[src/sllbb_pkg.sv]
// shared types and constants of the status led blink and breathe controller
package sllbb_pkg;

	localparam int unsigned CFG_IDX_W  = 4;
	localparam int unsigned CFG_DATA_W = 16;
	localparam int unsigned PROD_W     = 24;
	localparam int unsigned DIV_CNT_W  = 5;

	localparam logic [DIV_CNT_W-1:0] STEP_ITERS  = 5'd16;

	localparam logic [2:0] MD_LOWBATT = 3'd0;
	localparam logic [2:0] MD_IDLE    = 3'd1;
	localparam logic [2:0] MD_CHARGE  = 3'd2;
	localparam logic [2:0] MD_FAULT   = 3'd3;
	localparam logic [2:0] MD_INIT    = 3'd4;

	localparam logic [1:0] LED_MODE_FAULT = 2'd3;

	localparam logic [1:0] FLT_NONE     = 2'd0;
	localparam logic [1:0] FLT_BAD_BATT = 2'd1;
	localparam logic [1:0] FLT_SENSOR   = 2'd2;
	localparam logic [1:0] FLT_TEMP     = 2'd3;

	localparam logic [1:0] PH_OFF  = 2'd0;
	localparam logic [1:0] PH_ON   = 2'd1;
	localparam logic [1:0] PH_WAIT = 2'd2;
	localparam logic [1:0] PH_UP   = 2'd0;
	localparam logic [1:0] PH_DOWN = 2'd1;

	localparam logic [CFG_IDX_W-1:0] CFG_BLINK_OFF    = 4'd0;
	localparam logic [CFG_IDX_W-1:0] CFG_BLINK_ON     = 4'd1;
	localparam logic [CFG_IDX_W-1:0] CFG_BLINK_LEVEL  = 4'd2;
	localparam logic [CFG_IDX_W-1:0] CFG_IDLE_PERIOD  = 4'd3;
	localparam logic [CFG_IDX_W-1:0] CFG_LOWB_PERIOD  = 4'd4;
	localparam logic [CFG_IDX_W-1:0] CFG_FAULT_PERIOD = 4'd5;
	localparam logic [CFG_IDX_W-1:0] CFG_PULSE_MIN    = 4'd6;
	localparam logic [CFG_IDX_W-1:0] CFG_PULSE_STEPS  = 4'd7;

	typedef struct packed {
		logic load_in;
		logic eval;
		logic mul;
		logic scale;
		logic div_start;
		logic peak;
		logic fin;
		logic out_load;
	} sllbb_cmd_t;

	typedef struct packed {
		logic need_pulse;
		logic div_busy;
	} sllbb_status_t;

endpackage

[src/sllbb_if.sv]
// request channels of the status led controller: tick, status and configuration
interface sllbb_tick_if;
	logic        valid;
	logic        ready;
	logic        bad_battery;
	logic        sensor_missing;
	logic        temp_limited;
	logic        low_batt_off;
	logic        charger_idle;
	logic [15:0] solar_current_ma;

	modport source (output valid, output bad_battery, output sensor_missing,
		output temp_limited, output low_batt_off, output charger_idle,
		output solar_current_ma, input ready);
	modport sink (input valid, input bad_battery, input sensor_missing,
		input temp_limited, input low_batt_off, input charger_idle,
		input solar_current_ma, output ready);
endinterface

interface sllbb_status_if;
	logic       valid;
	logic       ready;
	logic [7:0] led_level;
	logic [9:0] pwm_compare;
	logic       pwm_enable;
	logic [1:0] led_mode;
	logic [1:0] fault_kind;

	modport source (output valid, output led_level, output pwm_compare,
		output pwm_enable, output led_mode, output fault_kind, input ready);
	modport sink (input valid, input led_level, input pwm_compare,
		input pwm_enable, input led_mode, input fault_kind, output ready);
endinterface

interface sllbb_cfg_if;
	logic        valid;
	logic        ready;
	logic [3:0]  index;
	logic [15:0] data;

	modport source (output valid, output index, output data, input ready);
	modport sink (input valid, input index, input data, output ready);
endinterface

[src/sllbb_div.sv]
// serial restoring divider, one quotient bit per cycle
module sllbb_div (
	input  logic                                clk,
	input  logic                                arst_n,
	input  logic                                start,
	input  logic [sllbb_pkg::PROD_W-1:0]        dividend,
	input  logic [15:0]                         divisor,
	input  logic [sllbb_pkg::DIV_CNT_W-1:0]     iters,
	output logic                                busy,
	output logic [sllbb_pkg::PROD_W-1:0]        quotient
);

	logic [sllbb_pkg::PROD_W-1:0]    work_q;
	logic [15:0]                     rem_q;
	logic [15:0]                     dsr_q;
	logic [sllbb_pkg::DIV_CNT_W-1:0] cnt_q;
	logic                            busy_q;
	logic [16:0]                     shifted;
	logic [16:0]                     diff;
	logic                            ge;

	assign shifted = {rem_q, work_q[sllbb_pkg::PROD_W-1]};
	assign ge      = shifted >= {1'b0, dsr_q};
	assign diff    = shifted - {1'b0, dsr_q};

	always_ff @(posedge clk or negedge arst_n) begin
		if (!arst_n) begin
			busy_q <= 1'b0;
			cnt_q  <= '0;
		end else if (start) begin
			busy_q <= 1'b1;
			cnt_q  <= iters;
		end else if (busy_q) begin
			cnt_q <= cnt_q - 1'b1;
			if (cnt_q == 1) begin
				busy_q <= 1'b0;
			end
		end
	end

	always_ff @(posedge clk) begin
		if (start) begin
			work_q <= dividend;
			rem_q  <= '0;
			dsr_q  <= divisor;
		end else if (busy_q) begin
			work_q <= {work_q[sllbb_pkg::PROD_W-2:0], ge};
			rem_q  <= ge ? diff[15:0] : shifted[15:0];
		end
	end

	assign busy     = busy_q;
	assign quotient = work_q;

endmodule

[src/sllbb_dp.sv]
// datapath: configuration registers, mode and blink state, breathing ramp
module sllbb_dp #(
	parameter int unsigned SOLAR_MAX_MA          = 4000,
	parameter int unsigned BAD_BATT_BLINKS       = 2,
	parameter int unsigned MISSING_SENSOR_BLINKS = 3,
	parameter int unsigned TEMP_RANGE_BLINKS     = 4
) (
	input  logic                                clk,
	input  logic                                arst_n,
	input  sllbb_pkg::sllbb_cmd_t               cmd,
	output sllbb_pkg::sllbb_status_t            status,
	input  logic                                bad_battery,
	input  logic                                sensor_missing,
	input  logic                                temp_limited,
	input  logic                                low_batt_off,
	input  logic                                charger_idle,
	input  logic [15:0]                         solar_current_ma,
	input  logic                                cfg_we,
	input  logic [sllbb_pkg::CFG_IDX_W-1:0]     cfg_index,
	input  logic [sllbb_pkg::CFG_DATA_W-1:0]    cfg_data,
	output logic [7:0]                          led_level,
	output logic [9:0]                          pwm_compare,
	output logic                                pwm_enable,
	output logic [1:0]                          led_mode,
	output logic [1:0]                          fault_kind
);

	// reciprocal of the full-scale current, exact for every product below 2^PROD_W
	localparam int unsigned SCALE_SH = sllbb_pkg::PROD_W + $clog2(SOLAR_MAX_MA);
	localparam logic [63:0] SCALE_RECIP_FULL =
		((64'd1 << SCALE_SH) + 64'(SOLAR_MAX_MA) - 64'd1) / 64'(SOLAR_MAX_MA);
	localparam logic [sllbb_pkg::PROD_W:0] SCALE_RECIP =
		SCALE_RECIP_FULL[sllbb_pkg::PROD_W:0];
	localparam logic [2:0]  BAD_N     = 3'(BAD_BATT_BLINKS);
	localparam logic [2:0]  SENSOR_N  = 3'(MISSING_SENSOR_BLINKS);
	localparam logic [2:0]  TEMP_N    = 3'(TEMP_RANGE_BLINKS);

	// latched tick
	logic        bad_q, miss_q, temp_q, lowb_q, cidle_q;
	logic [15:0] cur_q;

	// configuration
	logic [15:0] off_ticks_q, on_ticks_q, idle_period_q, lowb_period_q, fault_period_q;
	logic [7:0]  blink_level_q, pulse_min_q, pulse_steps_q;

	// state
	logic [2:0]  mode_q;
	logic [1:0]  fault_q, phase_q;
	logic [15:0] tick_q, wait_q, step_q;
	logic [2:0]  done_q, total_q;
	logic [7:0]  level_q, peak_q;
	logic [16:0] acc_q;
	logic [sllbb_pkg::PROD_W-1:0] prod_q;
	logic [sllbb_pkg::PROD_W-1:0] scale_q;

	// result
	logic [7:0] out_level_q;
	logic [1:0] out_mode_q, out_fault_q;

	logic [2:0]  mode_d, done_d, total_d;
	logic [1:0]  fault_d, phase_d;
	logic [15:0] tick_d, wait_d;
	logic [7:0]  level_d;
	logic [16:0] acc_d;
	logic        need_pulse;

	logic [1:0]  f;
	logic [2:0]  s;
	logic        go_fault, go_normal, run_b, run_p;
	logic        sb;
	logic [15:0] sb_period;
	logic [2:0]  sb_count;
	logic [15:0] tick_inc;
	logic [2:0]  done_inc;
	logic [16:0] acc_up, acc_dn;

	logic                          div_busy;
	logic [sllbb_pkg::PROD_W-1:0]  div_q;
	logic [sllbb_pkg::PROD_W-1:0]  div_dividend;
	logic [15:0]                   div_divisor;
	logic [7:0]                    steps_eff;
	logic [sllbb_pkg::PROD_W:0]    peak_sum;
	logic [2*sllbb_pkg::PROD_W:0]  scale_prod;
	logic [2*sllbb_pkg::PROD_W:0]  scale_shr;

	always_ff @(posedge clk) begin
		if (cmd.load_in) begin
			bad_q   <= bad_battery;
			miss_q  <= sensor_missing;
			temp_q  <= temp_limited;
			lowb_q  <= low_batt_off;
			cidle_q <= charger_idle;
			cur_q   <= solar_current_ma;
		end
	end

	always_ff @(posedge clk or negedge arst_n) begin
		if (!arst_n) begin
			off_ticks_q    <= 16'd25;
			on_ticks_q     <= 16'd5;
			blink_level_q  <= 8'd128;
			idle_period_q  <= 16'd500;
			lowb_period_q  <= 16'd1000;
			fault_period_q <= 16'd500;
			pulse_min_q    <= 8'd16;
			pulse_steps_q  <= 8'd128;
		end else if (cfg_we) begin
			unique case (cfg_index)
				sllbb_pkg::CFG_BLINK_OFF:    off_ticks_q    <= cfg_data;
				sllbb_pkg::CFG_BLINK_ON:     on_ticks_q     <= cfg_data;
				sllbb_pkg::CFG_BLINK_LEVEL:  blink_level_q  <= cfg_data[7:0];
				sllbb_pkg::CFG_IDLE_PERIOD:  idle_period_q  <= cfg_data;
				sllbb_pkg::CFG_LOWB_PERIOD:  lowb_period_q  <= cfg_data;
				sllbb_pkg::CFG_FAULT_PERIOD: fault_period_q <= cfg_data;
				sllbb_pkg::CFG_PULSE_MIN:    pulse_min_q    <= cfg_data[7:0];
				sllbb_pkg::CFG_PULSE_STEPS:  pulse_steps_q  <= cfg_data[7:0];
				default: ;
			endcase
		end
	end

	// fault and mode selection
	always_comb begin
		if (bad_q) begin
			f = sllbb_pkg::FLT_BAD_BATT;
		end else if (miss_q) begin
			f = sllbb_pkg::FLT_SENSOR;
		end else if (temp_q) begin
			f = sllbb_pkg::FLT_TEMP;
		end else begin
			f = sllbb_pkg::FLT_NONE;
		end
		if (lowb_q) begin
			s = sllbb_pkg::MD_LOWBATT;
		end else if (cidle_q) begin
			s = sllbb_pkg::MD_IDLE;
		end else begin
			s = sllbb_pkg::MD_CHARGE;
		end
	end

	always_comb begin
		go_fault  = 1'b0;
		go_normal = 1'b0;
		run_b     = 1'b0;
		run_p     = 1'b0;
		if (mode_q == sllbb_pkg::MD_FAULT) begin
			if (f == sllbb_pkg::FLT_NONE) begin
				go_normal = 1'b1;
			end else if (f < fault_q) begin
				go_fault = 1'b1;
			end else begin
				run_b = 1'b1;
			end
		end else if (f != sllbb_pkg::FLT_NONE) begin
			go_fault = 1'b1;
		end else if (mode_q != s) begin
			go_normal = 1'b1;
		end else if (mode_q == sllbb_pkg::MD_CHARGE) begin
			run_p = 1'b1;
		end else begin
			run_b = 1'b1;
		end
	end

	assign tick_inc = tick_q + 16'd1;
	assign done_inc = done_q + 3'd1;
	assign acc_up   = acc_q + {1'b0, step_q};
	assign acc_dn   = acc_q - {1'b0, step_q};

	always_comb begin
		mode_d     = mode_q;
		fault_d    = fault_q;
		phase_d    = phase_q;
		tick_d     = tick_q;
		done_d     = done_q;
		total_d    = total_q;
		wait_d     = wait_q;
		level_d    = level_q;
		acc_d      = acc_q;
		need_pulse = 1'b0;
		sb         = 1'b0;
		sb_period  = fault_period_q;
		sb_count   = TEMP_N;

		if (go_fault) begin
			mode_d = sllbb_pkg::MD_FAULT;
			if (f != fault_q) begin
				fault_d   = f;
				sb        = 1'b1;
				sb_period = fault_period_q;
				unique case (f)
					sllbb_pkg::FLT_BAD_BATT: sb_count = BAD_N;
					sllbb_pkg::FLT_SENSOR:   sb_count = SENSOR_N;
					default:                 sb_count = TEMP_N;
				endcase
			end
		end

		if (go_normal) begin
			fault_d = sllbb_pkg::FLT_NONE;
			if (s != mode_q) begin
				mode_d = s;
				unique case (s)
					sllbb_pkg::MD_IDLE: begin
						sb        = 1'b1;
						sb_period = idle_period_q;
						sb_count  = 3'd1;
					end
					sllbb_pkg::MD_LOWBATT: begin
						sb        = 1'b1;
						sb_period = lowb_period_q;
						sb_count  = 3'd1;
					end
					default: need_pulse = 1'b1;
				endcase
			end
		end

		if (run_b) begin
			case (phase_q)
				sllbb_pkg::PH_OFF: begin
					tick_d = tick_inc;
					if (tick_inc == off_ticks_q) begin
						tick_d  = '0;
						phase_d = sllbb_pkg::PH_ON;
						level_d = blink_level_q;
					end
				end
				sllbb_pkg::PH_ON: begin
					tick_d = tick_inc;
					if (tick_inc == on_ticks_q) begin
						tick_d  = '0;
						level_d = '0;
						done_d  = done_inc;
						phase_d = (done_inc == total_q) ? sllbb_pkg::PH_WAIT : sllbb_pkg::PH_OFF;
					end
				end
				sllbb_pkg::PH_WAIT: begin
					tick_d = tick_inc;
					if (tick_inc == wait_q) begin
						tick_d  = '0;
						phase_d = sllbb_pkg::PH_OFF;
						done_d  = '0;
					end
				end
				default: begin
					phase_d = sllbb_pkg::PH_OFF;
					tick_d  = '0;
					done_d  = '0;
					level_d = '0;
				end
			endcase
		end

		if (run_p) begin
			case (phase_q)
				sllbb_pkg::PH_UP: begin
					acc_d = acc_up;
					if (acc_up[16:8] >= {1'b0, peak_q}) begin
						level_d = peak_q;
						phase_d = sllbb_pkg::PH_DOWN;
					end else begin
						level_d = acc_up[15:8];
					end
				end
				sllbb_pkg::PH_DOWN: begin
					acc_d   = acc_dn;
					level_d = acc_dn[16] ? 8'hFF : acc_dn[15:8];
					if (acc_dn == '0) begin
						need_pulse = 1'b1;
					end
				end
				default: need_pulse = 1'b1;
			endcase
		end

		if (sb) begin
			level_d = '0;
			total_d = sb_count;
			done_d  = '0;
			wait_d  = sb_period;
			tick_d  = '0;
			phase_d = sllbb_pkg::PH_OFF;
		end
	end

	// pulse set-up: peak from solar current, then ramp step from peak
	assign steps_eff = (pulse_steps_q == '0) ? 8'd1 : pulse_steps_q;
	assign peak_sum  = {1'b0, scale_q} + {{(sllbb_pkg::PROD_W-7){1'b0}}, pulse_min_q};

	assign scale_prod = prod_q * SCALE_RECIP;
	assign scale_shr  = scale_prod >> SCALE_SH;

	assign div_dividend = {peak_q, 16'd0};
	assign div_divisor  = {8'd0, steps_eff};

	sllbb_div u_div (
		.clk      (clk),
		.arst_n   (arst_n),
		.start    (cmd.div_start),
		.dividend (div_dividend),
		.divisor  (div_divisor),
		.iters    (sllbb_pkg::STEP_ITERS),
		.busy     (div_busy),
		.quotient (div_q)
	);

	always_ff @(posedge clk) begin
		if (cmd.mul) begin
			prod_q <= (8'hFF - pulse_min_q) * cur_q;
		end
	end

	always_ff @(posedge clk) begin
		if (cmd.scale) begin
			scale_q <= scale_shr[sllbb_pkg::PROD_W-1:0];
		end
	end

	always_ff @(posedge clk or negedge arst_n) begin
		if (!arst_n) begin
			mode_q  <= sllbb_pkg::MD_INIT;
			fault_q <= sllbb_pkg::FLT_NONE;
			phase_q <= sllbb_pkg::PH_OFF;
			tick_q  <= '0;
			done_q  <= '0;
			total_q <= '0;
			wait_q  <= '0;
			level_q <= '0;
			peak_q  <= '0;
			step_q  <= '0;
			acc_q   <= '0;
		end else begin
			if (cmd.eval) begin
				mode_q  <= mode_d;
				fault_q <= fault_d;
				phase_q <= phase_d;
				tick_q  <= tick_d;
				done_q  <= done_d;
				total_q <= total_d;
				wait_q  <= wait_d;
				level_q <= level_d;
				acc_q   <= acc_d;
			end
			if (cmd.peak) begin
				peak_q <= (peak_sum > 255) ? 8'hFF : peak_sum[7:0];
			end
			if (cmd.fin) begin
				step_q  <= div_q[15:0];
				level_q <= '0;
				acc_q   <= '0;
				phase_q <= sllbb_pkg::PH_UP;
			end
		end
	end

	always_ff @(posedge clk) begin
		if (cmd.out_load) begin
			out_level_q <= level_q;
			out_mode_q  <= mode_q[1:0];
			out_fault_q <= fault_q;
		end
	end

	assign status.need_pulse = need_pulse;
	assign status.div_busy   = div_busy;

	assign led_level   = out_level_q;
	assign pwm_compare = 10'h3FF - {out_level_q, 2'b00};
	assign pwm_enable  = out_level_q != '0;
	assign led_mode    = out_mode_q;
	assign fault_kind  = out_fault_q;

endmodule

[src/sllbb_ctrl.sv]
// controller: request handshakes and sequencing of the evaluation and pulse set-up
module sllbb_ctrl (
	input  logic                     clk,
	input  logic                     arst_n,
	input  logic                     tick_valid,
	output logic                     tick_ready,
	output logic                     out_valid,
	input  logic                     out_ready,
	input  sllbb_pkg::sllbb_status_t status,
	output sllbb_pkg::sllbb_cmd_t    cmd
);

	localparam logic [3:0] ST_IDLE  = 4'd0;
	localparam logic [3:0] ST_EVAL  = 4'd1;
	localparam logic [3:0] ST_MUL   = 4'd2;
	localparam logic [3:0] ST_SCALE = 4'd3;
	localparam logic [3:0] ST_PEAK  = 4'd4;
	localparam logic [3:0] ST_DIVS  = 4'd5;
	localparam logic [3:0] ST_DIVW  = 4'd6;
	localparam logic [3:0] ST_FIN   = 4'd7;
	localparam logic [3:0] ST_DONE  = 4'd8;

	logic [3:0] state_q, state_d;
	logic       out_valid_q;

	always_comb begin
		state_d = state_q;
		cmd     = '0;
		unique case (state_q)
			ST_IDLE: begin
				if (tick_valid) begin
					cmd.load_in = 1'b1;
					state_d     = ST_EVAL;
				end
			end
			ST_EVAL: begin
				cmd.eval = 1'b1;
				state_d  = status.need_pulse ? ST_MUL : ST_DONE;
			end
			ST_MUL: begin
				cmd.mul = 1'b1;
				state_d = ST_SCALE;
			end
			ST_SCALE: begin
				cmd.scale = 1'b1;
				state_d   = ST_PEAK;
			end
			ST_PEAK: begin
				cmd.peak = 1'b1;
				state_d  = ST_DIVS;
			end
			ST_DIVS: begin
				cmd.div_start = 1'b1;
				state_d       = ST_DIVW;
			end
			ST_DIVW: begin
				if (!status.div_busy) begin
					state_d = ST_FIN;
				end
			end
			ST_FIN: begin
				cmd.fin = 1'b1;
				state_d = ST_DONE;
			end
			ST_DONE: begin
				if (!out_valid_q || out_ready) begin
					cmd.out_load = 1'b1;
					state_d      = ST_IDLE;
				end
			end
			default: state_d = ST_IDLE;
		endcase
	end

	always_ff @(posedge clk or negedge arst_n) begin
		if (!arst_n) begin
			state_q     <= ST_IDLE;
			out_valid_q <= 1'b0;
		end else begin
			state_q <= state_d;
			if (cmd.out_load) begin
				out_valid_q <= 1'b1;
			end else if (out_ready) begin
				out_valid_q <= 1'b0;
			end
		end
	end

	assign tick_ready = state_q == ST_IDLE;
	assign out_valid  = out_valid_q;

endmodule

[src/status_led_blink_breathe_top.sv]
// top level of the status led blink and breathe controller
// Each tick request carries the fault flags, charger status and solar current and
// yields one status request with the LED level, PWM compare value, mode and fault
// code. A plain tick is evaluated and its result is then loaded into the output
// register, after which the next tick can be taken. A tick that sets up a new breathing
// pulse passes through further steps before its result is loaded: the peak is
// scaled from the solar current by a multiply and a reciprocal multiply, then the ramp
// step is derived from the peak by a serial divider. One tick is worked on at
// a time; the next is taken while the previous result still waits in the output
// register, and a result that is not taken holds back the one after it. Configuration
// writes are always accepted and are meant to be made while no tick is in flight.
module status_led_blink_breathe_top #(
	parameter int unsigned SOLAR_MAX_MA          = 4000,
	parameter int unsigned BAD_BATT_BLINKS       = 2,
	parameter int unsigned MISSING_SENSOR_BLINKS = 3,
	parameter int unsigned TEMP_RANGE_BLINKS     = 4
) (
	input logic          clk,
	input logic          arst_n,
	sllbb_tick_if.sink   tick,
	sllbb_status_if.source status,
	sllbb_cfg_if.sink    cfg
);

	sllbb_pkg::sllbb_cmd_t    cmd;
	sllbb_pkg::sllbb_status_t dp_status;

	assign cfg.ready = 1'b1;

	sllbb_ctrl u_ctrl (
		.clk        (clk),
		.arst_n     (arst_n),
		.tick_valid (tick.valid),
		.tick_ready (tick.ready),
		.out_valid  (status.valid),
		.out_ready  (status.ready),
		.status     (dp_status),
		.cmd        (cmd)
	);

	sllbb_dp #(
		.SOLAR_MAX_MA          (SOLAR_MAX_MA),
		.BAD_BATT_BLINKS       (BAD_BATT_BLINKS),
		.MISSING_SENSOR_BLINKS (MISSING_SENSOR_BLINKS),
		.TEMP_RANGE_BLINKS     (TEMP_RANGE_BLINKS)
	) u_dp (
		.clk              (clk),
		.arst_n           (arst_n),
		.cmd              (cmd),
		.status           (dp_status),
		.bad_battery      (tick.bad_battery),
		.sensor_missing   (tick.sensor_missing),
		.temp_limited     (tick.temp_limited),
		.low_batt_off     (tick.low_batt_off),
		.charger_idle     (tick.charger_idle),
		.solar_current_ma (tick.solar_current_ma),
		.cfg_we           (cfg.valid && cfg.ready),
		.cfg_index        (cfg.index),
		.cfg_data         (cfg.data),
		.led_level        (status.led_level),
		.pwm_compare      (status.pwm_compare),
		.pwm_enable       (status.pwm_enable),
		.led_mode         (status.led_mode),
		.fault_kind       (status.fault_kind)
	);

`ifndef SYNTH
	a_busy_after_tick: assert property (@(posedge clk) disable iff (!arst_n)
		tick.valid && tick.ready |=> !tick.ready)
		else $error("tick taken while previous tick still in work");

	a_fault_has_kind: assert property (@(posedge clk) disable iff (!arst_n)
		status.valid && status.led_mode == sllbb_pkg::LED_MODE_FAULT
		|-> status.fault_kind != sllbb_pkg::FLT_NONE)
		else $error("fault mode reported without a fault kind");

	a_normal_no_kind: assert property (@(posedge clk) disable iff (!arst_n)
		status.valid && status.led_mode != sllbb_pkg::LED_MODE_FAULT
		|-> status.fault_kind == sllbb_pkg::FLT_NONE)
		else $error("fault kind reported outside fault mode");
`endif

endmodule

[src/flat_wrapper.sv]
// flat-port wrapper written by rule: the top's interface ports become plain ports
module status_led_blink_breathe_top_flat 
#(
	parameter int unsigned SOLAR_MAX_MA          = 4000,
	parameter int unsigned BAD_BATT_BLINKS       = 2,
	parameter int unsigned MISSING_SENSOR_BLINKS = 3,
	parameter int unsigned TEMP_RANGE_BLINKS     = 4
)
  (clk, arst_n, tick_valid, tick_bad_battery, tick_sensor_missing, tick_temp_limited, tick_low_batt_off, tick_charger_idle, tick_solar_current_ma, tick_ready, status_valid, status_led_level, status_pwm_compare, status_pwm_enable, status_led_mode, status_fault_kind, status_ready, cfg_valid, cfg_index, cfg_data, cfg_ready);
  sllbb_tick_if tick_i ();
  sllbb_status_if status_i ();
  sllbb_cfg_if cfg_i ();
  input logic clk;
  input logic arst_n;
  input wire logic [$bits(tick_i.valid)-1:0] tick_valid;
  input wire logic [$bits(tick_i.bad_battery)-1:0] tick_bad_battery;
  input wire logic [$bits(tick_i.sensor_missing)-1:0] tick_sensor_missing;
  input wire logic [$bits(tick_i.temp_limited)-1:0] tick_temp_limited;
  input wire logic [$bits(tick_i.low_batt_off)-1:0] tick_low_batt_off;
  input wire logic [$bits(tick_i.charger_idle)-1:0] tick_charger_idle;
  input wire logic [$bits(tick_i.solar_current_ma)-1:0] tick_solar_current_ma;
  output wire logic [$bits(tick_i.ready)-1:0] tick_ready;
  output wire logic [$bits(status_i.valid)-1:0] status_valid;
  output wire logic [$bits(status_i.led_level)-1:0] status_led_level;
  output wire logic [$bits(status_i.pwm_compare)-1:0] status_pwm_compare;
  output wire logic [$bits(status_i.pwm_enable)-1:0] status_pwm_enable;
  output wire logic [$bits(status_i.led_mode)-1:0] status_led_mode;
  output wire logic [$bits(status_i.fault_kind)-1:0] status_fault_kind;
  input wire logic [$bits(status_i.ready)-1:0] status_ready;
  input wire logic [$bits(cfg_i.valid)-1:0] cfg_valid;
  input wire logic [$bits(cfg_i.index)-1:0] cfg_index;
  input wire logic [$bits(cfg_i.data)-1:0] cfg_data;
  output wire logic [$bits(cfg_i.ready)-1:0] cfg_ready;
  assign tick_i.valid = tick_valid;
  assign tick_i.bad_battery = tick_bad_battery;
  assign tick_i.sensor_missing = tick_sensor_missing;
  assign tick_i.temp_limited = tick_temp_limited;
  assign tick_i.low_batt_off = tick_low_batt_off;
  assign tick_i.charger_idle = tick_charger_idle;
  assign tick_i.solar_current_ma = tick_solar_current_ma;
  assign tick_ready = tick_i.ready;
  assign status_valid = status_i.valid;
  assign status_led_level = status_i.led_level;
  assign status_pwm_compare = status_i.pwm_compare;
  assign status_pwm_enable = status_i.pwm_enable;
  assign status_led_mode = status_i.led_mode;
  assign status_fault_kind = status_i.fault_kind;
  assign status_i.ready = status_ready;
  assign cfg_i.valid = cfg_valid;
  assign cfg_i.index = cfg_index;
  assign cfg_i.data = cfg_data;
  assign cfg_ready = cfg_i.ready;
  status_led_blink_breathe_top #(.SOLAR_MAX_MA(SOLAR_MAX_MA), .BAD_BATT_BLINKS(BAD_BATT_BLINKS), .MISSING_SENSOR_BLINKS(MISSING_SENSOR_BLINKS), .TEMP_RANGE_BLINKS(TEMP_RANGE_BLINKS)) u_core (.clk(clk), .arst_n(arst_n), .tick(tick_i), .status(status_i), .cfg(cfg_i));
endmodule
[config.mk]
export PLATFORM = sky130hd
export DESIGN_NAME = status_led_blink_breathe_top_flat
export DESIGN_NICKNAME = d
export VERILOG_FILES = /design/src/sllbb_pkg.sv /design/src/sllbb_if.sv /design/src/sllbb_div.sv /design/src/sllbb_dp.sv /design/src/sllbb_ctrl.sv /design/src/status_led_blink_breathe_top.sv /design/src/flat_wrapper.sv
export SDC_FILE = /design/constraint.sdc
export NUM_CORES = 1
export LEC_CHECK = 0
export ABC_AREA = 0
export BUFFER_PORTS_ARGS = -buffer_cell sky130_fd_sc_hd__buf_2
export CAP_MARGIN = 10
export CORE_MARGIN = 5
export CORE_UTILIZATION = 33
export CTS_CLUSTER_SIZE = 16
export DETAILED_ROUTE_END_ITERATION = 16
export GPL_TIMING_DRIVEN = 1
export PLACE_DENSITY = 0.45
export SLEW_MARGIN = 20
export SYNTH_ARGS = -nofsm -noshare
export SYNTH_HDL_FRONTEND = slang
export SYNTH_HIERARCHICAL = 1
export SYNTH_SLANG_ARGS = --single-unit
[constraint.sdc]
create_clock -name clk -period 7.9 [get_ports clk]
set_input_delay 1.185 -clock clk [delete_from_list [all_inputs] [get_ports clk]]
set_output_delay 1.185 -clock clk [all_outputs]
set_load 0.03 [all_outputs]
==> summary.txt, run 1 <==
worst-path fanout max - 11
RSZ-0062 raised after global routing - false
final core utilization - 0.366
number of setup buffers added after CTS - 0
critical path data arrival time - 7.20 ns
status - completed
top-level port count - 72
cell type with the largest total area after synthesis - fa_1
Hold Crit Class - reg -> reg
final WL - 82.9 mm
row count - 113
Die Ht - 320 um
WP data required - 8.21 ns
top cell type's share of synthesized area - 0.167
largest net degree at the start of global routing - 140
die width - 320 um
DRC Markers - 0
DP Area - 33500 um^2
reg2reg setup slack - 1.01 ns
TritonRoute pass-1 iters - 5
Syn Area/Cell - 10.0 um^2
crit path cell chain - fa_1 > inv_1 > fa_1 > inv_1 > ha_1 > inv_1 > fa_1 > fa_1 > inv_1 > fa_1 > inv_1 > fa_1 > inv_1 > ha_1 > a21o_1 > a21o_1 > a211o_1 > o311ai_0 > buf_4 > a21oi_1 > nor2_1 > a21oi_1 > a211oi_1 > nor2_1
P&R area growth vs syn - 10.2%
clk root buf - clkbuf_16
CTS buffer count - 40
critical path class - reg -> reg
Final ANT Viol Nets - 0
Max Clock Freq - 145 MHz
Seq cells post-synth - 335
wire per inst - 18.3 um
IO buf count - 68
Post-CTS Hold Fix Bufs - 0
launching point of the worst reg2reg path - u_core/u_dp/prod_q[15]$_DFFE_PP_
worst hold stages - 0
crit-path leading delay family - adder cells
min cycle time layout - 6.89 ns
worst min-delay path endpoint - u_core/u_dp/u_div/dsr_q[2]$_DFFE_PP_
Nets - 3914
fin area - 34900 um^2
number of synthesized flops with an enable pin - 110
Max Slew Vio Count - 0
top_reg_cell synth - dfrtp_1
filler instances - 9627
Hold Crit Start - u_core/u_dp/pulse_steps_q[2]$_DFFE_PN0P_
Vias/cell - 4.83
Clock Path Buffers - 3
Max-slew headroom - 0.304
Post-Syn Area - 31600 um^2
Post-synth ARST share - 0.624
sequential fraction of the synthesis area - 0.281
post-route setup TNS - 0 ns
crit path buf inv count - 7
Post-Synthesis Cells - 3164
Setup crit end kind - register
Non-Filler Instances - 4525
post-detail-place hpwl - 64.2 mm
Setup crit start kind - register
Placed Cells - 4446
worst slew pin tran - 1.04 ns
core area - 95200 um^2
Initial Util - 0.333
YS warnings - 6
routability congestion estimate - 0.847
total grt overflow - 0
library cells used by synthesis - 100
H-Tree Depth - 2
full die area - 102000 um^2
clk_lat worst skew - 0.58 ns
vias in the first global route - 22700
first-pass GRT wire length - 132 mm
Max-Cap Viols - 0
Clock Skew - 0.0217 ns
Final Hold Viols - 0
Area contributors post-synth - fa_1 17%, ha_1 15%, dfrtp_1 14%
all-layer global routing usage - 0.163
fin crit share - 0.872
drt initial violations - 1243
CTS sink count - 335
Worst Reg-to-Reg Cells - 24
clock transition at the registers of the reported paths - 0.06 ns
CTS tree - done
Vias - 21800
initial antenna violation count - 7
Worst path max stage delay - 0.66 ns
setup violators final - 0
Post-CTS Resized - 0
CP max stage cell - edfxtp_1
reg2reg end - u_core/u_dp/scale_q[12]$_DFFE_PP_
share of cells above drive strength 1 - 0.114
[state kept, by name, summed over array words and instances (netlist names), 13 cells and up]
register / cells
u_core/u_dp/acc_q: 17
u_core/u_dp/cur_q: 16
u_core/u_dp/fault_period_q: 16
u_core/u_dp/idle_period_q: 16
u_core/u_dp/lowb_period_q: 16
u_core/u_dp/off_ticks_q: 16
u_core/u_dp/on_ticks_q: 16
u_core/u_dp/prod_q: 24
u_core/u_dp/scale_q: 13
u_core/u_dp/step_q: 16
u_core/u_dp/tick_q: 16
u_core/u_dp/u_div/dsr_q: 16
u_core/u_dp/u_div/quotient: 24
u_core/u_dp/u_div/rem_q: 16
u_core/u_dp/wait_q: 16
[cell usage in the layout, fill, tap and decap left out, types with 33 or more instances in the layout]
master | netlist | final
a21o_1 | 50 | 50
a21oi_1 | 139 | 139
buf_2 | 15 | 67
clkbuf_16 | 0 | 41
dfrtp_1 | 182 | 182
edfxtp_1 | 110 | 110
fa_1 | 264 | 264
ha_1 | 381 | 381
inv_1 | 550 | 550
mux2_2 | 134 | 134
nand2_1 | 169 | 169
nand2b_1 | 83 | 83
nand3_1 | 33 | 33
nor2_1 | 156 | 154
nor2b_1 | 94 | 94
nor3_1 | 37 | 34
o21ai_0 | 107 | 107
xnor2_1 | 77 | 77
xor2_1 | 39 | 39
[routing by layer]
metal | GRT usage | part of all wire | up-vias | wire length [um]
met3 | 0.0194 | 0.036 | 76 | 3000
met2 | 0.256 | 0.44 | 316 | 36500
li1 | - | - | 10700 | -
met1 | 0.244 | 0.51 | 10700 | 42100
met4 | 0.0276 | 0.014 | 0 | 1170
met5 | 0 | 0 | - | 0
[cells by family after synthesis]
logic type,Yosys count,share of synthesized area
multiplexers,149,0.0524
other,3,0.000356
flip-flops,335,0.281
AO/OA/AOI/OAI,531,0.111
buffers and inverters,664,0.0813
XOR/XNOR,125,0.0384
adder cells (fa/ha/maj),645,0.318
AND/OR/NAND/NOR,712,0.118
[per-stage QoR]
step | setup slack (ns) | hold slack, ns
floorplan | 1.56 | 0.425
global placement | 1.01 | 0.459
detailed placement | 0.978 | 0.459
CTS | 0.947 | 0.473
global route | 0.647 | 0.493
finish | 1.01 | 0.474
[cells in the mapped netlist (13+ instances only)]
library cell    n
inv_1         550
ha_1          381
fa_1          264
dfrtp_1       182
nand2_1       169
nor2_1        156
a21oi_1       139
mux2_2        134
edfxtp_1      110
o21ai_0       107
nor2b_1        94
nand2b_1       83
clkbuf_1       82
xnor2_1        77
a21o_1         50
xor2_1         39
nor3_1         37
nand3_1        33
a211oi_1       31
o31ai_1        30
dfstp_2        27
o22ai_1        23
and3_1         19
nand4_1        17
a2111oi_0      16
and2_1         16
dfxtp_1        16
buf_2          15
mux2i_1        15
nand3b_1       14
a31oi_1        13
nor4_1         13
o21bai_1       13
[final cells by class]
cell class	count	area, um^2	area share
timing repair buffer	101	611	0.0175
clock inverter	17	226	0.00650
antenna	5	12.5	0.000359
inverter	551	2070	0.0593
clock buffer	57	1140	0.0326
tap	1265	1580	0.0454
sequential	335	8890	0.255
multi-input combinational	2194	20300	0.583
[worst max-delay path by stage]
stage                                              to                              from  depth (start not counted)  slack, ns
floorplan           u_core/u_dp/scale_q[12]$_DFFE_PP_  u_core/u_dp/prod_q[15]$_DFFE_PP_                         23       1.56
global placement    u_core/u_dp/scale_q[10]$_DFFE_PP_  u_core/u_dp/prod_q[19]$_DFFE_PP_                         23       1.01
detailed placement  u_core/u_dp/scale_q[10]$_DFFE_PP_  u_core/u_dp/prod_q[19]$_DFFE_PP_                         24       0.98
CTS                 u_core/u_dp/scale_q[12]$_DFFE_PP_  u_core/u_dp/prod_q[15]$_DFFE_PP_                         24       0.95
global route        u_core/u_dp/scale_q[12]$_DFFE_PP_  u_core/u_dp/prod_q[15]$_DFFE_PP_                         24       0.65
finish              u_core/u_dp/scale_q[12]$_DFFE_PP_  u_core/u_dp/prod_q[15]$_DFFE_PP_                         24       1.01
Power of run 1 is not shown: default switching activity piles up to over one toggle a cycle in this logic, so the estimate is an artifact.
==> run 2: changes to the inputs <==
--- a/config.mk
+++ b/config.mk
@@ -13,7 +13,6 @@
 export CTS_CLUSTER_SIZE = 16
 export DETAILED_ROUTE_END_ITERATION = 16
 export GPL_TIMING_DRIVEN = 1
-export PLACE_DENSITY = 0.45
 export SLEW_MARGIN = 20
 export SYNTH_ARGS = -nofsm -noshare
 export SYNTH_HDL_FRONTEND = slang
==> run 2 against run 1 <==
Compared with the run above: die area did not move; clock skew rose by 0.0058 ns; fmax rose by 1.1%; setup slack improved by 0.072 ns; core utilization fell by 0.13 points; non-clock buffer count did not move.
==> summary.txt, run 2 (same netlist as run 1, synthesis figures left out) <==
routability congestion estimate - 0.884 (was 0.847)
Non-Filler Instances - 4518 (was 4525)
Vias - 22000 (was 21800)
Max Clock Freq - 147 MHz (was 145 MHz)
total grt overflow - 0 (unchanged)
worst setup path endpoint - u_core/u_dp/scale_q[12]$_DFFE_PP_ (unchanged)
Worst Reg-to-Reg Cells - 24 (unchanged)
DRC Markers - 0 (unchanged)
filler instances - 9522 (was 9627)
Final Hold Viols - 0 (unchanged)
CTS buffer count - 39 (was 40)
Post-CTS Hold Fix Bufs - 0 (unchanged)
Final ANT Viol Nets - 0 (unchanged)
Placed Cells - 4446 (unchanged)
wire per inst - 16.4 um (was 18.3 um)
number of setup buffers added after CTS - 0 (unchanged)
IO buf count - 68 (unchanged)
core area - 95200 um^2 (unchanged)
clock transition at the registers of the reported paths - 0.06 ns (about the same)
launching point of the worst reg2reg path - u_core/u_dp/prod_q[14]$_DFFE_PP_ (was u_core/u_dp/prod_q[15]$_DFFE_PP_)
drt initial violations - 1457 (was 1243)
Max-slew headroom - 0.277 (was 0.304)
Setup crit end kind - register (unchanged)
crit path cell chain - fa_1 > inv_1 > fa_1 > inv_1 > ha_1 > inv_1 > fa_1 > fa_1 > inv_1 > fa_1 > inv_1 > fa_1 > inv_1 > ha_1 > a21o_1 > a21o_1 > a211o_1 > o311ai_0 > buf_4 > a21oi_1 > nor2_1 > a21oi_1 > a211oi_1 > nor2_1 (unchanged)
post-route setup TNS - 0 ns (unchanged)
Worst path max stage delay - 0.67 ns (was 0.66 ns)
first-pass GRT wire length - 123 mm (was 132 mm)
clk root buf - clkbuf_16 (unchanged)
largest net degree at the start of global routing - 121 (was 140)
CP max stage cell - edfxtp_1 (unchanged)
row count - 113 (unchanged)
CTS tree - done (unchanged)
CTS sink count - 335 (unchanged)
Hold Crit Start - u_core/u_dp/pulse_steps_q[3]$_DFFE_PN0P_ (was u_core/u_dp/pulse_steps_q[2]$_DFFE_PN0P_)
full die area - 102000 um^2 (unchanged)
reg2reg setup slack - 1.08 ns (was 1.01 ns)
RSZ-0062 raised after global routing - false (unchanged)
Post-CTS Resized - 0 (unchanged)
initial antenna violation count - 5 (was 7)
final worst slack - 1.08 ns (was 1.01 ns)
most common cell after layout, fill and taps aside - inv_1 (unchanged)
Die Ht - 320 um (unchanged)
Place WS - 1.09 ns (was 0.978 ns)
Vias/cell - 4.88 (was 4.83)
worst slew pin tran - 1.08 ns (was 1.04 ns)
post-detail-place hpwl - 57.3 mm (was 64.2 mm)
P&R area growth vs syn - 9.78% (was 10.2%)
reg2reg end - u_core/u_dp/scale_q[12]$_DFFE_PP_ (unchanged)
Nets - 3913 (was 3914)
Clock Skew - 0.0275 ns (was 0.0217 ns)
fin crit share - 0.863 (was 0.872)
all-layer global routing usage - 0.146 (was 0.163)
Clock Path Buffers - 3 (unchanged)
vias in the first global route - 22700 (about the same)
worst-path fanout max - 11 (unchanged)
clk_lat worst skew - 0.57 ns (was 0.58 ns)
final WL - 74.2 mm (was 82.9 mm)
die width - 320 um (unchanged)
Hold Crit Class - reg -> reg (unchanged)
Initial Util - 0.333 (unchanged)
min cycle time layout - 6.82 ns (was 6.89 ns)
WP data required - 8.22 ns (was 8.21 ns)
status - completed (unchanged)
Max Slew Vio Count - 0 (unchanged)
Max-Cap Viols - 0 (unchanged)
H-Tree Depth - 2 (unchanged)
critical path data arrival time - 7.14 ns (was 7.20 ns)
Crit. Startpoint - u_core/u_dp/prod_q[14]$_DFFE_PP_ (was u_core/u_dp/prod_q[15]$_DFFE_PP_)
top-level port count - 72 (unchanged)
Setup crit start kind - register (unchanged)
most frequent cells in the layout - 550 x inv_1, 381 x ha_1, 264 x fa_1 (unchanged)
TritonRoute pass-1 iters - 6 (was 5)
critical path class - reg -> reg (unchanged)
setup violators final - 0 (unchanged)
share of cells above drive strength 1 - 0.114 (about the same)
run 2: cell count changes in the layout (fill, tap and decap cells not counted), sizes merged:
cell	delta
bufinv	-4
clkbuf	+2
clkinv	-1
clkinvlp	+1
diode	-4
inv	-1
run 2: layer usage:
| layer | up-vias | part of all wire | GRT usage |
|---|---|---|---|
| met5 | - | 0 | 0 |
| met4 | 0 | 0.013 | 0.0235 |
| met3 | 67 | 0.050 | 0.0257 |
| met2 | 406 | 0.44 | 0.231 |
| met1 | 10800 | 0.49 | 0.214 |
| li1 | 10700 | - | - |
run 2: layout make-up:
| class | instances | area (um^2) | area share |
|---|---|---|---|
| Inverter | 551 | 2070 | 0.0595 |
| Tap cell | 1265 | 1580 | 0.0456 |
| Clock buffer | 59 | 1160 | 0.0335 |
| Antenna cell | 1 | 2.50 | 0.0000720 |
| Timing Repair Buffer | 101 | 598 | 0.0172 |
| Multi-Input combinational cell | 2194 | 20300 | 0.585 |
| Sequential cell | 335 | 8890 | 0.256 |
| Clock inverter | 12 | 98.8 | 0.00285 |
run 2: worst min-delay path by stage:
stage,endpoint,slack [ns],depth (start not counted)
finish,u_core/u_dp/u_div/dsr_q[3]$_DFFE_PP_,0.47,0
global route,u_core/u_dp/u_div/dsr_q[3]$_DFFE_PP_,0.49,0
CTS,u_core/u_dp/u_div/dsr_q[3]$_DFFE_PP_,0.47,0
detailed placement,u_core/u_dp/u_div/dsr_q[3]$_DFFE_PP_,0.46,0
global placement,u_core/u_dp/u_div/dsr_q[2]$_DFFE_PP_,0.46,0
floorplan,u_core/u_dp/led_level[1]$_DFFE_PP_,0.42,0
run 2: critical path: cells and delay by family, from the launching register on:
kind / cells / cell delay, ns
AND/OR/NAND/NOR: 2 / 0.29
AO/OA/AOI/OAI: 7 / 1.49
adder cells (fa/ha/maj): 8 / 3.58
flip-flops: 1 / 0.67
buffers and inverters: 7 / 0.53
run 2: metrics by stage:
stage                      util  area (um^2)  hold slack [ns]
after floorplan               -        31700            0.425
after detailed placement  0.352        33500            0.457
after CTS                 0.365        34700            0.470
after global routing      0.365        34700            0.492
after global placement    0.352        33500            0.457
final                     0.365        34700            0.472
Power of run 2 is left out for the same reason.
